## src/hdl/jpdq_pkg.sv

```systemverilog
// Shared types and constants for the joystick press and direction qualifier.
// No dependencies; every other file of the block imports this package.
`default_nettype none

package jpdq_pkg;

    // Stream payload widths
    localparam int S_TDATA_W = 64;
    localparam int M_TDATA_W = 24;

    // Field widths that the interface fixes
    localparam int AXIS_W   = 12;
    localparam int TIME_W   = 32;
    localparam int MS_W     = 16;
    localparam int ACT_W    = 4;
    localparam int DIR_W    = 3;
    localparam int PCT_W    = 7;
    localparam int CFG_IDX_W = 3;
    localparam int CFG_DATA_W = 16;

    // Divider: the quotient of a percentage is below 128, so seven steps suffice
    localparam int DIV_STEPS = PCT_W;
    localparam int DIV_CNT_W = 3;
    localparam int DIVIDEND_W = MS_W + PCT_W;

    localparam logic [PCT_W-1:0] PCT_FULL = 7'd100;

    // Directions
    localparam logic [DIR_W-1:0] DIR_NONE  = 3'd0;
    localparam logic [DIR_W-1:0] DIR_UP    = 3'd1;
    localparam logic [DIR_W-1:0] DIR_DOWN  = 3'd2;
    localparam logic [DIR_W-1:0] DIR_LEFT  = 3'd3;
    localparam logic [DIR_W-1:0] DIR_RIGHT = 3'd4;

    // Actions
    localparam logic [ACT_W-1:0] ACT_NONE      = 4'd0;
    localparam logic [ACT_W-1:0] ACT_SELECT    = 4'd5;
    localparam logic [ACT_W-1:0] ACT_BACK      = 4'd6;
    localparam logic [ACT_W-1:0] ACT_BACK2     = 4'd7;
    localparam logic [ACT_W-1:0] ACT_HOLD_BASE = 4'd7;

    // Configuration register indexes
    localparam logic [CFG_IDX_W-1:0] CFG_AXIS_CENTER  = 3'd0;
    localparam logic [CFG_IDX_W-1:0] CFG_DEAD_ZONE    = 3'd1;
    localparam logic [CFG_IDX_W-1:0] CFG_REPEAT_MS    = 3'd2;
    localparam logic [CFG_IDX_W-1:0] CFG_SHORT_MS     = 3'd3;
    localparam logic [CFG_IDX_W-1:0] CFG_LONG_MS      = 3'd4;
    localparam logic [CFG_IDX_W-1:0] CFG_VERY_LONG_MS = 3'd5;

    // Configuration reset values
    localparam logic [AXIS_W-1:0] RST_AXIS_CENTER  = 12'd2048;
    localparam logic [AXIS_W-1:0] RST_DEAD_ZONE    = 12'd400;
    localparam logic [MS_W-1:0]   RST_REPEAT_MS    = 16'd200;
    localparam logic [MS_W-1:0]   RST_SHORT_MS     = 16'd40;
    localparam logic [MS_W-1:0]   RST_LONG_MS      = 16'd1000;
    localparam logic [MS_W-1:0]   RST_VERY_LONG_MS = 16'd2000;

    // Commands from the controller to the datapath
    typedef struct packed {
        logic capture;   // take the input transaction
        logic dir_en;    // register direction, hold time and repeat test
        logic eval_en;   // decide the action and update the press state
        logic div_load;  // start a percentage division
        logic div_sel;   // 0: long time, 1: very long time
        logic div_step;  // one divider step
        logic p1_save;   // keep the first percentage
        logic out_load;  // fill the output register
    } jpdq_cmd_t;

    // Status from the datapath to the controller
    typedef struct packed {
        logic div_last;  // divider performs its final step this cycle
    } jpdq_status_t;

endpackage

`default_nettype wire

```

## src/hdl/jpdq_div.sv

```systemverilog
// Iterative restoring divider for the hold percentages, one quotient bit a cycle.
// Depends on jpdq_pkg.
`default_nettype none

module jpdq_div (
    input  wire logic                               clk,
    input  wire logic                               rst_n,
    input  wire logic                               load,
    input  wire logic                               step,
    input  wire logic [jpdq_pkg::DIVIDEND_W-1:0]    dividend,
    input  wire logic [jpdq_pkg::MS_W-1:0]          divisor,
    output logic      [jpdq_pkg::PCT_W-1:0]         quotient,
    output logic                                    last
);
    import jpdq_pkg::*;

    logic [MS_W-1:0]      rem_reg, rem_next;
    logic [PCT_W-1:0]     sh_reg, sh_next;
    logic [MS_W-1:0]      dvs_reg;
    logic [DIV_CNT_W-1:0] cnt_reg, cnt_next;
    logic [MS_W:0]        trial;
    logic [MS_W:0]        diff;
    logic                 fits;

    // One step: bring down the next dividend bit and try to subtract.
    // The caller only uses the quotient when dividend < 128 * divisor, so the
    // partial remainder stays below the divisor and fits its width.
    always_comb
    begin
        trial    = {rem_reg, sh_reg[PCT_W-1]};
        diff     = trial - {1'b0, dvs_reg};
        fits     = (trial >= {1'b0, dvs_reg});
        rem_next = rem_reg;
        sh_next  = sh_reg;
        cnt_next = cnt_reg;
        if (load)
        begin
            rem_next = dividend[DIVIDEND_W-1:PCT_W];
            sh_next  = dividend[PCT_W-1:0];
            cnt_next = '0;
        end
        else if (step)
        begin
            rem_next = fits ? diff[MS_W-1:0] : trial[MS_W-1:0];
            sh_next  = {sh_reg[PCT_W-2:0], fits};
            cnt_next = cnt_reg + 1'b1;
        end
    end

    // Step counter
    always_ff @(posedge clk or negedge rst_n)
    begin
        if (!rst_n)
        begin
            cnt_reg <= '0;
        end
        else
        begin
            cnt_reg <= cnt_next;
        end
    end

    // Remainder and quotient shift register
    always_ff @(posedge clk)
    begin
        rem_reg <= rem_next;
        sh_reg  <= sh_next;
        if (load)
        begin
            dvs_reg <= divisor;
        end
    end

    assign quotient = sh_reg;
    assign last     = (cnt_reg == DIV_CNT_W'(DIV_STEPS - 1));

endmodule

`default_nettype wire

```

## src/hdl/jpdq_ctrl.sv

```systemverilog
// Sequencing state machine of the qualifier: input acceptance, decision,
// two divider runs and the output register handshake. Depends on jpdq_pkg.
`default_nettype none

module jpdq_ctrl (
    input  wire logic                    clk,
    input  wire logic                    rst_n,
    input  wire logic                    s_tvalid,
    output logic                         s_tready,
    output logic                         m_tvalid,
    input  wire logic                    m_tready,
    input  wire jpdq_pkg::jpdq_status_t  status,
    output jpdq_pkg::jpdq_cmd_t          cmd
);
    import jpdq_pkg::*;

    localparam logic [2:0] S_IDLE = 3'd0;
    localparam logic [2:0] S_DIR  = 3'd1;
    localparam logic [2:0] S_EVAL = 3'd2;
    localparam logic [2:0] S_DIV1 = 3'd3;
    localparam logic [2:0] S_MID  = 3'd4;
    localparam logic [2:0] S_DIV2 = 3'd5;
    localparam logic [2:0] S_OUT  = 3'd6;

    logic [2:0] state_reg, state_next;
    logic       out_valid_reg, out_valid_next;
    logic       slot_free;

    assign slot_free = !out_valid_reg || m_tready;

    // Next state and commands
    always_comb
    begin
        state_next = state_reg;
        cmd        = '0;
        unique case (state_reg)
            S_IDLE:
            begin
                if (s_tvalid)
                begin
                    cmd.capture = 1'b1;
                    state_next  = S_DIR;
                end
            end
            S_DIR:
            begin
                cmd.dir_en = 1'b1;
                state_next = S_EVAL;
            end
            S_EVAL:
            begin
                cmd.eval_en  = 1'b1;
                cmd.div_load = 1'b1;
                state_next   = S_DIV1;
            end
            S_DIV1:
            begin
                cmd.div_step = 1'b1;
                if (status.div_last)
                begin
                    state_next = S_MID;
                end
            end
            S_MID:
            begin
                cmd.p1_save  = 1'b1;
                cmd.div_load = 1'b1;
                cmd.div_sel  = 1'b1;
                state_next   = S_DIV2;
            end
            S_DIV2:
            begin
                cmd.div_step = 1'b1;
                if (status.div_last)
                begin
                    state_next = S_OUT;
                end
            end
            S_OUT:
            begin
                if (slot_free)
                begin
                    cmd.out_load = 1'b1;
                    state_next   = S_IDLE;
                end
            end
            default:
            begin
                state_next = S_IDLE;
            end
        endcase
    end

    // Output register occupancy
    always_comb
    begin
        out_valid_next = out_valid_reg;
        if (cmd.out_load)
        begin
            out_valid_next = 1'b1;
        end
        else if (m_tready)
        begin
            out_valid_next = 1'b0;
        end
    end

    always_ff @(posedge clk or negedge rst_n)
    begin
        if (!rst_n)
        begin
            state_reg     <= S_IDLE;
            out_valid_reg <= 1'b0;
        end
        else
        begin
            state_reg     <= state_next;
            out_valid_reg <= out_valid_next;
        end
    end

    assign s_tready = (state_reg == S_IDLE);
    assign m_tvalid = out_valid_reg;

endmodule

`default_nettype wire

```

## src/hdl/jpdq_dp.sv

```systemverilog
// Datapath of the qualifier: configuration registers, input capture, direction
// test, press state, action decision, percentage divider and output register.
// Depends on jpdq_pkg and jpdq_div.
`default_nettype none

module jpdq_dp #(
    parameter int ADC_BITS = 12
) (
    input  wire logic                                   clk,
    input  wire logic                                   rst_n,
    input  wire logic                                   cfg_we,
    input  wire logic [jpdq_pkg::CFG_IDX_W-1:0]         cfg_index,
    input  wire logic [jpdq_pkg::CFG_DATA_W-1:0]        cfg_wdata,
    input  wire logic [jpdq_pkg::S_TDATA_W-1:0]         s_tdata,
    output logic      [jpdq_pkg::M_TDATA_W-1:0]         m_tdata,
    input  wire jpdq_pkg::jpdq_cmd_t                    cmd,
    output jpdq_pkg::jpdq_status_t                      status
);
    import jpdq_pkg::*;

    // Significant axis bits kept from each sample
    localparam int AXW = (ADC_BITS < AXIS_W) ? ADC_BITS : AXIS_W;

    // Configuration
    logic [AXIS_W-1:0] axis_center_reg;
    logic [AXIS_W-1:0] dead_zone_reg;
    logic [MS_W-1:0]   repeat_ms_reg;
    logic [MS_W-1:0]   short_ms_reg;
    logic [MS_W-1:0]   long_ms_reg;
    logic [MS_W-1:0]   very_long_ms_reg;

    // Captured sample
    logic [AXW-1:0]    x_reg;
    logic [AXW-1:0]    y_reg;
    logic              btn_reg;
    logic [TIME_W-1:0] now_reg;

    // Press state
    logic              bd_reg, bd_next;
    logic [TIME_W-1:0] ps_reg, ps_next;
    logic              fb_reg, fb_next;
    logic              fbl_reg, fbl_next;
    logic [DIR_W-1:0]  ld_reg, ld_next;
    logic [TIME_W-1:0] lr_reg, lr_next;

    // Intermediate results
    logic [DIR_W-1:0]  dir_reg, dir_calc;
    logic [TIME_W-1:0] held_reg, held_calc;
    logic              rep_due_reg, rep_due_calc;
    logic [ACT_W-1:0]  act_reg, act_next;
    logic              pge1_reg, pge2_reg;
    logic [PCT_W-1:0]  p1_reg, p2_calc;

    logic signed [AXIS_W:0] dx, dy;
    logic [AXIS_W:0]        ax_full, ay_full;
    logic [AXIS_W-1:0]      ax, ay;
    logic [TIME_W-1:0]      since_repeat;
    logic                   ge_short, ge_long, ge_vlong;

    logic [DIVIDEND_W-1:0]  dividend;
    logic [MS_W-1:0]        divisor;
    logic [PCT_W-1:0]       quotient;
    logic                   div_last;

    // Configuration writes; indexes past the list are ignored
    always_ff @(posedge clk or negedge rst_n)
    begin
        if (!rst_n)
        begin
            axis_center_reg  <= RST_AXIS_CENTER;
            dead_zone_reg    <= RST_DEAD_ZONE;
            repeat_ms_reg    <= RST_REPEAT_MS;
            short_ms_reg     <= RST_SHORT_MS;
            long_ms_reg      <= RST_LONG_MS;
            very_long_ms_reg <= RST_VERY_LONG_MS;
        end
        else if (cfg_we)
        begin
            unique case (cfg_index)
                CFG_AXIS_CENTER:  axis_center_reg  <= cfg_wdata[AXIS_W-1:0];
                CFG_DEAD_ZONE:    dead_zone_reg    <= cfg_wdata[AXIS_W-1:0];
                CFG_REPEAT_MS:    repeat_ms_reg    <= cfg_wdata;
                CFG_SHORT_MS:     short_ms_reg     <= cfg_wdata;
                CFG_LONG_MS:      long_ms_reg      <= cfg_wdata;
                CFG_VERY_LONG_MS: very_long_ms_reg <= cfg_wdata;
                default:
                begin
                end
            endcase
        end
    end

    // Dead-zone test; the larger offset wins and a tie goes to the vertical axis
    always_comb
    begin
        dx      = $signed({1'b0, AXIS_W'(x_reg)}) - $signed({1'b0, axis_center_reg});
        dy      = $signed({1'b0, AXIS_W'(y_reg)}) - $signed({1'b0, axis_center_reg});
        ax_full = dx[AXIS_W] ? (AXIS_W+1)'(-dx) : dx;
        ay_full = dy[AXIS_W] ? (AXIS_W+1)'(-dy) : dy;
        ax      = ax_full[AXIS_W-1:0];
        ay      = ay_full[AXIS_W-1:0];
        if (ax < dead_zone_reg && ay < dead_zone_reg)
        begin
            dir_calc = DIR_NONE;
        end
        else if (ax > ay)
        begin
            dir_calc = (dx > 0) ? DIR_RIGHT : DIR_LEFT;
        end
        else
        begin
            dir_calc = (dy > 0) ? DIR_DOWN : DIR_UP;
        end
    end

    // Hold time (zero on the sample that starts a press) and repeat interval test
    always_comb
    begin
        held_calc    = (btn_reg && !bd_reg) ? '0 : now_reg - ps_reg;
        since_repeat = now_reg - lr_reg;
        rep_due_calc = (since_repeat >= TIME_W'(repeat_ms_reg));
    end

    assign ge_short = (held_reg >= TIME_W'(short_ms_reg));
    assign ge_long  = (held_reg >= TIME_W'(long_ms_reg));
    assign ge_vlong = (held_reg >= TIME_W'(very_long_ms_reg));

    // Action decision; a later decision in the same sample overrides an earlier one
    always_comb
    begin
        act_next = ACT_NONE;
        bd_next  = bd_reg;
        ps_next  = ps_reg;
        fb_next  = fb_reg;
        fbl_next = fbl_reg;
        ld_next  = ld_reg;
        lr_next  = lr_reg;

        if (btn_reg && !bd_reg)
        begin
            // Press starts
            bd_next  = 1'b1;
            ps_next  = now_reg;
            fb_next  = 1'b0;
            fbl_next = 1'b0;
            ld_next  = DIR_NONE;
        end
        else if (!btn_reg && bd_reg)
        begin
            // Release: a short press with no back action gives select
            bd_next = 1'b0;
            if (!fb_reg && !fbl_reg && ge_short && !ge_long)
            begin
                act_next = ACT_SELECT;
            end
            fb_next  = 1'b0;
            fbl_next = 1'b0;
        end
        else if (btn_reg && bd_reg)
        begin
            // Still held: back, back2 and hold-direction repeats
            if (!fb_reg && ge_long)
            begin
                fb_next  = 1'b1;
                act_next = ACT_BACK;
            end
            if (!fbl_reg && ge_vlong)
            begin
                fbl_next = 1'b1;
                act_next = ACT_BACK2;
            end
            if (ge_long && dir_reg != DIR_NONE && rep_due_reg)
            begin
                lr_next  = now_reg;
                act_next = ACT_HOLD_BASE + ACT_W'(dir_reg);
            end
        end

        // Button up: edge plus auto-repeat of the stick direction
        if (!bd_next)
        begin
            if (dir_reg != DIR_NONE && dir_reg != ld_reg)
            begin
                act_next = ACT_W'(dir_reg);
                ld_next  = dir_reg;
                lr_next  = now_reg;
            end
            else if (dir_reg == DIR_NONE)
            begin
                ld_next = DIR_NONE;
            end
            else if (rep_due_reg)
            begin
                act_next = ACT_W'(dir_reg);
                lr_next  = now_reg;
            end
        end
    end

    // Press state registers
    always_ff @(posedge clk or negedge rst_n)
    begin
        if (!rst_n)
        begin
            bd_reg  <= 1'b0;
            ps_reg  <= '0;
            fb_reg  <= 1'b0;
            fbl_reg <= 1'b0;
            ld_reg  <= DIR_NONE;
            lr_reg  <= '0;
        end
        else if (cmd.eval_en)
        begin
            bd_reg  <= bd_next;
            ps_reg  <= ps_next;
            fb_reg  <= fb_next;
            fbl_reg <= fbl_next;
            ld_reg  <= ld_next;
            lr_reg  <= lr_next;
        end
    end

    // Sample capture and per-sample working registers
    always_ff @(posedge clk)
    begin
        if (cmd.capture)
        begin
            x_reg   <= s_tdata[AXW-1:0];
            y_reg   <= s_tdata[AXIS_W +: AXW];
            btn_reg <= s_tdata[2*AXIS_W];
            now_reg <= s_tdata[2*AXIS_W+1 +: TIME_W];
        end
        if (cmd.dir_en)
        begin
            dir_reg     <= dir_calc;
            held_reg    <= held_calc;
            rep_due_reg <= rep_due_calc;
        end
        if (cmd.eval_en)
        begin
            act_reg  <= act_next;
            pge1_reg <= ge_long;
            pge2_reg <= ge_vlong;
        end
        if (cmd.p1_save)
        begin
            p1_reg <= !bd_reg ? '0 : (pge1_reg ? PCT_FULL : quotient);
        end
        if (cmd.out_load)
        begin
            m_tdata <= {3'b000, p2_calc, p1_reg, dir_reg, act_reg};
        end
    end

    // Percentage division: held * 100 / limit, only used while held < limit
    assign dividend = DIVIDEND_W'(held_reg[MS_W-1:0]) * DIVIDEND_W'(PCT_FULL);
    assign divisor  = cmd.div_sel ? very_long_ms_reg : long_ms_reg;
    assign p2_calc  = !bd_reg ? '0 : (pge2_reg ? PCT_FULL : quotient);

    jpdq_div u_div (
        .clk      (clk),
        .rst_n    (rst_n),
        .load     (cmd.div_load),
        .step     (cmd.div_step),
        .dividend (dividend),
        .divisor  (divisor),
        .quotient (quotient),
        .last     (div_last)
    );

    assign status.div_last = div_last;

endmodule

`default_nettype wire

```

## src/hdl/joystick_press_and_direction_qualifier.sv

```systemverilog
// Top level of the joystick press and direction qualifier.
// Depends on jpdq_pkg, jpdq_ctrl, jpdq_dp and jpdq_div.
//
// Each input transaction is one joystick sample and yields exactly one output
// transaction carrying the action, the stick direction and two hold-progress
// percentages. No new sample is taken before the last one is in the output
// register, a pace set by the single seven-step percentage divider, which
// runs once for the long time and once for the very long time. A finished
// result waits in the output register while the next sample is accepted and
// worked on. Configuration writes are taken in any cycle and must only be
// issued while no sample is in flight.
`default_nettype none

module joystick_press_and_direction_qualifier #(
    parameter int ADC_BITS = 12
) (
    input  wire logic                                clk,
    input  wire logic                                rst_n,
    // Configuration write port
    input  wire logic                                cfg_we,
    input  wire logic [jpdq_pkg::CFG_IDX_W-1:0]      cfg_index,
    input  wire logic [jpdq_pkg::CFG_DATA_W-1:0]     cfg_wdata,
    // Sample stream
    input  wire logic                                s_tvalid,
    output logic                                     s_tready,
    // raw_x[11:0], raw_y[23:12], button_pressed[24], now_ms[56:25], zero[63:57]
    input  wire logic [jpdq_pkg::S_TDATA_W-1:0]      s_tdata,
    // Result stream
    output logic                                     m_tvalid,
    input  wire logic                                m_tready,
    // action[3:0], direction[6:4], hold_progress[13:7],
    // hold_progress_long[20:14], zero[23:21]
    output logic      [jpdq_pkg::M_TDATA_W-1:0]      m_tdata
);
    import jpdq_pkg::*;

    jpdq_cmd_t    cmd;
    jpdq_status_t status;

    jpdq_ctrl u_ctrl (
        .clk      (clk),
        .rst_n    (rst_n),
        .s_tvalid (s_tvalid),
        .s_tready (s_tready),
        .m_tvalid (m_tvalid),
        .m_tready (m_tready),
        .status   (status),
        .cmd      (cmd)
    );

    jpdq_dp #(
        .ADC_BITS (ADC_BITS)
    ) u_dp (
        .clk       (clk),
        .rst_n     (rst_n),
        .cfg_we    (cfg_we),
        .cfg_index (cfg_index),
        .cfg_wdata (cfg_wdata),
        .s_tdata   (s_tdata),
        .m_tdata   (m_tdata),
        .cmd       (cmd),
        .status    (status)
    );

endmodule

`default_nettype wire

```

## config.mk

```make
export PLATFORM = sky130hd
export DESIGN_NAME = joystick_press_and_direction_qualifier
export DESIGN_NICKNAME = d
export VERILOG_FILES = /design/src/hdl/jpdq_pkg.sv /design/src/hdl/jpdq_div.sv /design/src/hdl/jpdq_ctrl.sv /design/src/hdl/jpdq_dp.sv /design/src/hdl/joystick_press_and_direction_qualifier.sv
export SDC_FILE = /design/constraint.sdc
export NUM_CORES = 1
export LEC_CHECK = 0
export BUFFER_PORTS_ARGS = -buffer_cell sky130_fd_sc_hd__buf_2
export CORE_ASPECT_RATIO = 0.5
export CORE_MARGIN = 4
export CORE_UTILIZATION = 63
export DETAILED_ROUTE_END_ITERATION = 8
export PLACE_DENSITY_LB_ADDON = 0.3
export SYNTH_ARGS = -nofsm -noshare
export SYNTH_HDL_FRONTEND = slang
export SYNTH_SLANG_ARGS = --single-unit
```

## constraint.sdc

```tcl
create_clock -name clk -period 6.1 [get_ports clk]
set_clock_uncertainty 0.1 [all_clocks]
set_input_delay 0.305 -clock clk [delete_from_list [all_inputs] [get_ports clk]]
set_output_delay 0.305 -clock clk [all_outputs]
set_load 0.02 [all_outputs]
```

==> key figures <==
Outcome
  • Status: finished, final reports clean

Routing
  • Routed length per placed instance: 17.1 µm
  • Vias per std cell: between 5 and 6
  • Antenna Nets Post-Route: 0
  • Via count: approximately 17000
  • Drt initial violations: between 1000 and 1500
  • DRC: 0
  • Total Wirelength: about 50000 µm
  • Initial DRT Pass Iterations: 5

Global routing
  • Total Routing Usage GR: between 20% and 30%
  • Largest net degree at the start of global routing: 99
  • Initial antenna violation count: 1
  • GRT overflow: 0
  • First-pass GRT wire length: about 83000 µm
  • Vias in the first global route: 16640

Clock network
  • Clock tree sinks: ~330
  • Post_cts resized: 0
  • CTS clk-pin slew, worst paths: roughly 0.070 ns
  • # H-tree levels: 1
  • Later-pin clock latency in the skew report: 0.58 ns
  • Max Root-Sink Buffers: 3
  • Number of buffers created by CTS: 31
  • Root Buffer: clkbuf_16
  • CTS tree: built

Finish
  • Most frequent cells in the layout: inv_1 (268), ha_1 (261), o21ai_0 (181), nand2_1 (181), edfxtp_1 (164)
  • Core Util, Final: a little under three quarters
  • Share of cells above drive strength 1: between 10% and 20%
  • Layout Nets: between 2000 and 3000
  • Commonest non-fill, non-tap cell in the layout: inv_1
  • Fillers: around 2600
  • Diodes inserted: 0
  • Area growth from synthesis to layout: 12.5%

Power
  • IR drop worst, VDD: 0.000295 V
  • Pleak: 11.1 nW
  • P per Cell Area: roughly 570 nW/µm²
  • Sw Share: ~44%
  • Pint: roughly 0.0080 W
  • Total net switching power: approximately 0.006 W
  • Clock Power Share: 13.3%
  • Comb pwr share: 60.5%
  • Seq pwr share: 26.2%

STA
  • RSZ-0062 raised after global routing: false
  • Max Transition Viols Final: 0
  • Final hold vios: 0
  • Worst-margin pin slew: approximately 1.2 ns
  • Worst slew margin: 20.6%
  • Fmax: between 0.15 and 0.2 GHz
  • Min cycle time layout: between 5 and 6 ns
  • Final setup viols: 0
  • Fraction of the cycle the final worst path needs: roughly 85%
  • Setup TNS: 0 ns

Setup path
  • CP Capture Type: flip-flop
  • CP cell instances: ha_1 > or4_1 > o211ai_1 > o21bai_1 > a21oi_1 > a21o_2 > a21oi_1 > o21bai_1 > a21oi_1 > xnor2_1 > ha_1 > a21o_1 > a21oi_1 > o21ai_0 > a2111oi_0 > nand4_1 > a2111oi_2 > nand4_1 > or4_1
  • Worst-path maximum fanout: 5
  • Slowest Stage Delay on Critical Path: around 0.54 ns
  • Bufs and invs on worst path: 0
  • Reg2reg start: u_dp.now_reg[4]
  • Data required, critical path: 6.31 ns
  • Worst R2R End: u_dp.rep_due_reg
  • Crit Path Class: flip-flop to flip-flop
  • Slowest-stage cell, CP: or4_1
  • Largest delay share family, worst path: compound AO/OA/AOI/OAI gates
  • Top cell by count, worst path: a21oi_1
  • R2r setup slk: just over 0.9 ns
  • Reg2Reg Depth: 19
  • Startpoint Class: flip-flop
  • CP arrival: 5.40 ns

Logic synthesis
  • Flop and latch count out of synthesis: 331
  • Post-synthesis sequential area ratio: around two fifths
  • Cell count after synthesis: ~2200
  • Top FF cell, synth: edfxtp_1
  • Yosys warns: 0
  • Mapped Area: ~22000 µm²
  • Count of cell types in the netlist: 87
  • Synthesized area per cell: between 9 and 10 µm²
  • Number of synthesized flops with an enable pin: ~160
  • Async SR Flop Fraction: about 50%

Place
  • Port-buffer cells: about 100
  • Post-DP HPWL: 36300 µm
  • Gpl congestion: 0.943

Floorplan
  • Core area: roughly 34000 µm²
  • Initial core utilization: roughly 64%
  • Die Height: 140 µm
  • Ports: around 110
  • Die area: 38200 µm²
  • Die X-Extent: between 200 and 300 µm
  • Row count: 48

Hold path
  • Hold Path End: u_dp.dead_zone_reg[10]
  • Hold Startpoint: cfg_wdata[10]
  • Cells on Worst Hold Path: 3
  • Hold Path Class: input port to flip-flop

Run
  • Max-cap viol count: 0
## cells in the mapped netlist, types with 5 or more instances
library cell	count	area (µm²)
fa_1	16	320
nor2_1	143	537
o31ai_1	14	105
ha_1	261	3270
a21o_1	48	360
nand3_1	19	95.1
a211oi_1	36	270
nand2b_1	25	156
o21bai_1	16	120
dfstp_2	21	552
or4_1	5	37.5
o31a_1	8	70.1
xnor2_1	64	561
mux2i_1	12	120
mux2_2	76	856
a31oi_1	15	93.8
inv_1	268	1010
clkbuf_1	42	158
dfrtp_1	144	3600
nor4_1	8	50.1
o21ai_0	181	906
nor3_1	46	230
nand2_1	181	679
or2_2	15	93.8
and3_1	13	81.3
o211ai_1	11	82.6
o22ai_1	7	43.8
and2_1	14	87.6
edfxtp_1	164	4920
nor2b_1	27	169
buf_2	6	30.0
nor3b_1	6	45.0
o21a_1	30	225
xor2_1	53	464
a21boi_0	10	75.1
a21oi_1	118	591
or3_1	10	62.6
nand4_1	24	150
## per-stage QoR
step           instance area [µm²]  worst slack [ns]  cells  hold slack, ns  total power [W]
6_report                     24800             0.912   2908          0.0542           0.0142
5_1_grt                      24800             0.670   2908          0.0792           0.0156
4_1_cts                      24800             0.988   2908          0.0236           0.0141
3_5_place_dp                 23100              1.02   2778           0.305           0.0121
3_3_place_gp                 23100              1.10   2778           0.303           0.0118
2_1_floorplan                22100              1.51   2241         -0.0906           0.0103
## worst max path at each step
stage                     from                to  slack, ns  cells past startpoint
2_1_floorplan  u_dp.now_reg[4]  u_dp.rep_due_reg       1.51                     19
3_3_place_gp     u_dp.y_reg[0]   u_dp.dir_reg[0]       1.10                     17
3_5_place_dp     u_dp.x_reg[0]   u_dp.dir_reg[0]       1.02                     19
4_1_cts          u_dp.x_reg[0]   u_dp.dir_reg[0]       0.99                     19
5_1_grt          u_dp.y_reg[0]   u_dp.dir_reg[0]       0.67                     19
6_report       u_dp.now_reg[4]  u_dp.rep_due_reg       0.91                     19
## what timing repair did
| action | 4_1_cts | 5_1_grt |
|---|---|---|
| endpoints found under the hold margin | 201 | 0 |
| setup buffers | 0 | 0 |
| hold buffers | 73 | 0 |
## area by class of cell
cell class,count,area (µm²),share of cell area (%)
inverters,269,1010,4.07
multi-input cells,1588,11800,47.4
repair buffers,188,1340,5.41
well taps,475,594,2.40
clock inverters,9,61.3,0.247
flip-flops and latches,331,9120,36.8
clock buffers,48,911,3.67
## worst min-delay path, stage by stage
cell	delay [ns]
buf_2	0.22
nand2_1	0.09
o21ai_0	0.07
## layer usage
layer	wire length, µm	global-route usage, %
met1	22700	36.4
met4	1630	7.75
met5	0	0
met2	22800	43.9
met3	2640	4.33
## cell families (layout without fill, tap and decap cells)
group / count (synthesis) / count (layout) / synth area share [%]
AO/OA/AOI/OAI: 554 / 554 / 16.0
AND/OR/NAND/NOR: 549 / 549 / 11.7
flip-flops: 331 / 331 / 41.4
buffers and inverters: 322 / 514 / 5.57
adder cells (fa/ha/maj): 277 / 277 / 16.3
XOR/XNOR: 117 / 117 / 4.65
multiplexers: 88 / 88 / 4.43
other: 1 / 3 / 0.0170
## power groups by stage
| stage | clock, W | sequential, W | combinational [W] |
|---|---|---|---|
| 2_1_floorplan | 0 | 0.00357 | 0.00672 |
| 3_5_place_dp | 0 | 0.00375 | 0.00839 |
| 4_1_cts | 0.00190 | 0.00371 | 0.00853 |
| 6_report | 0.00189 | 0.00372 | 0.00858 |
| 3_3_place_gp | 0 | 0.00372 | 0.00811 |
| 5_1_grt | 0.00201 | 0.00379 | 0.00984 |
Power figures use the tool's default switching activity.
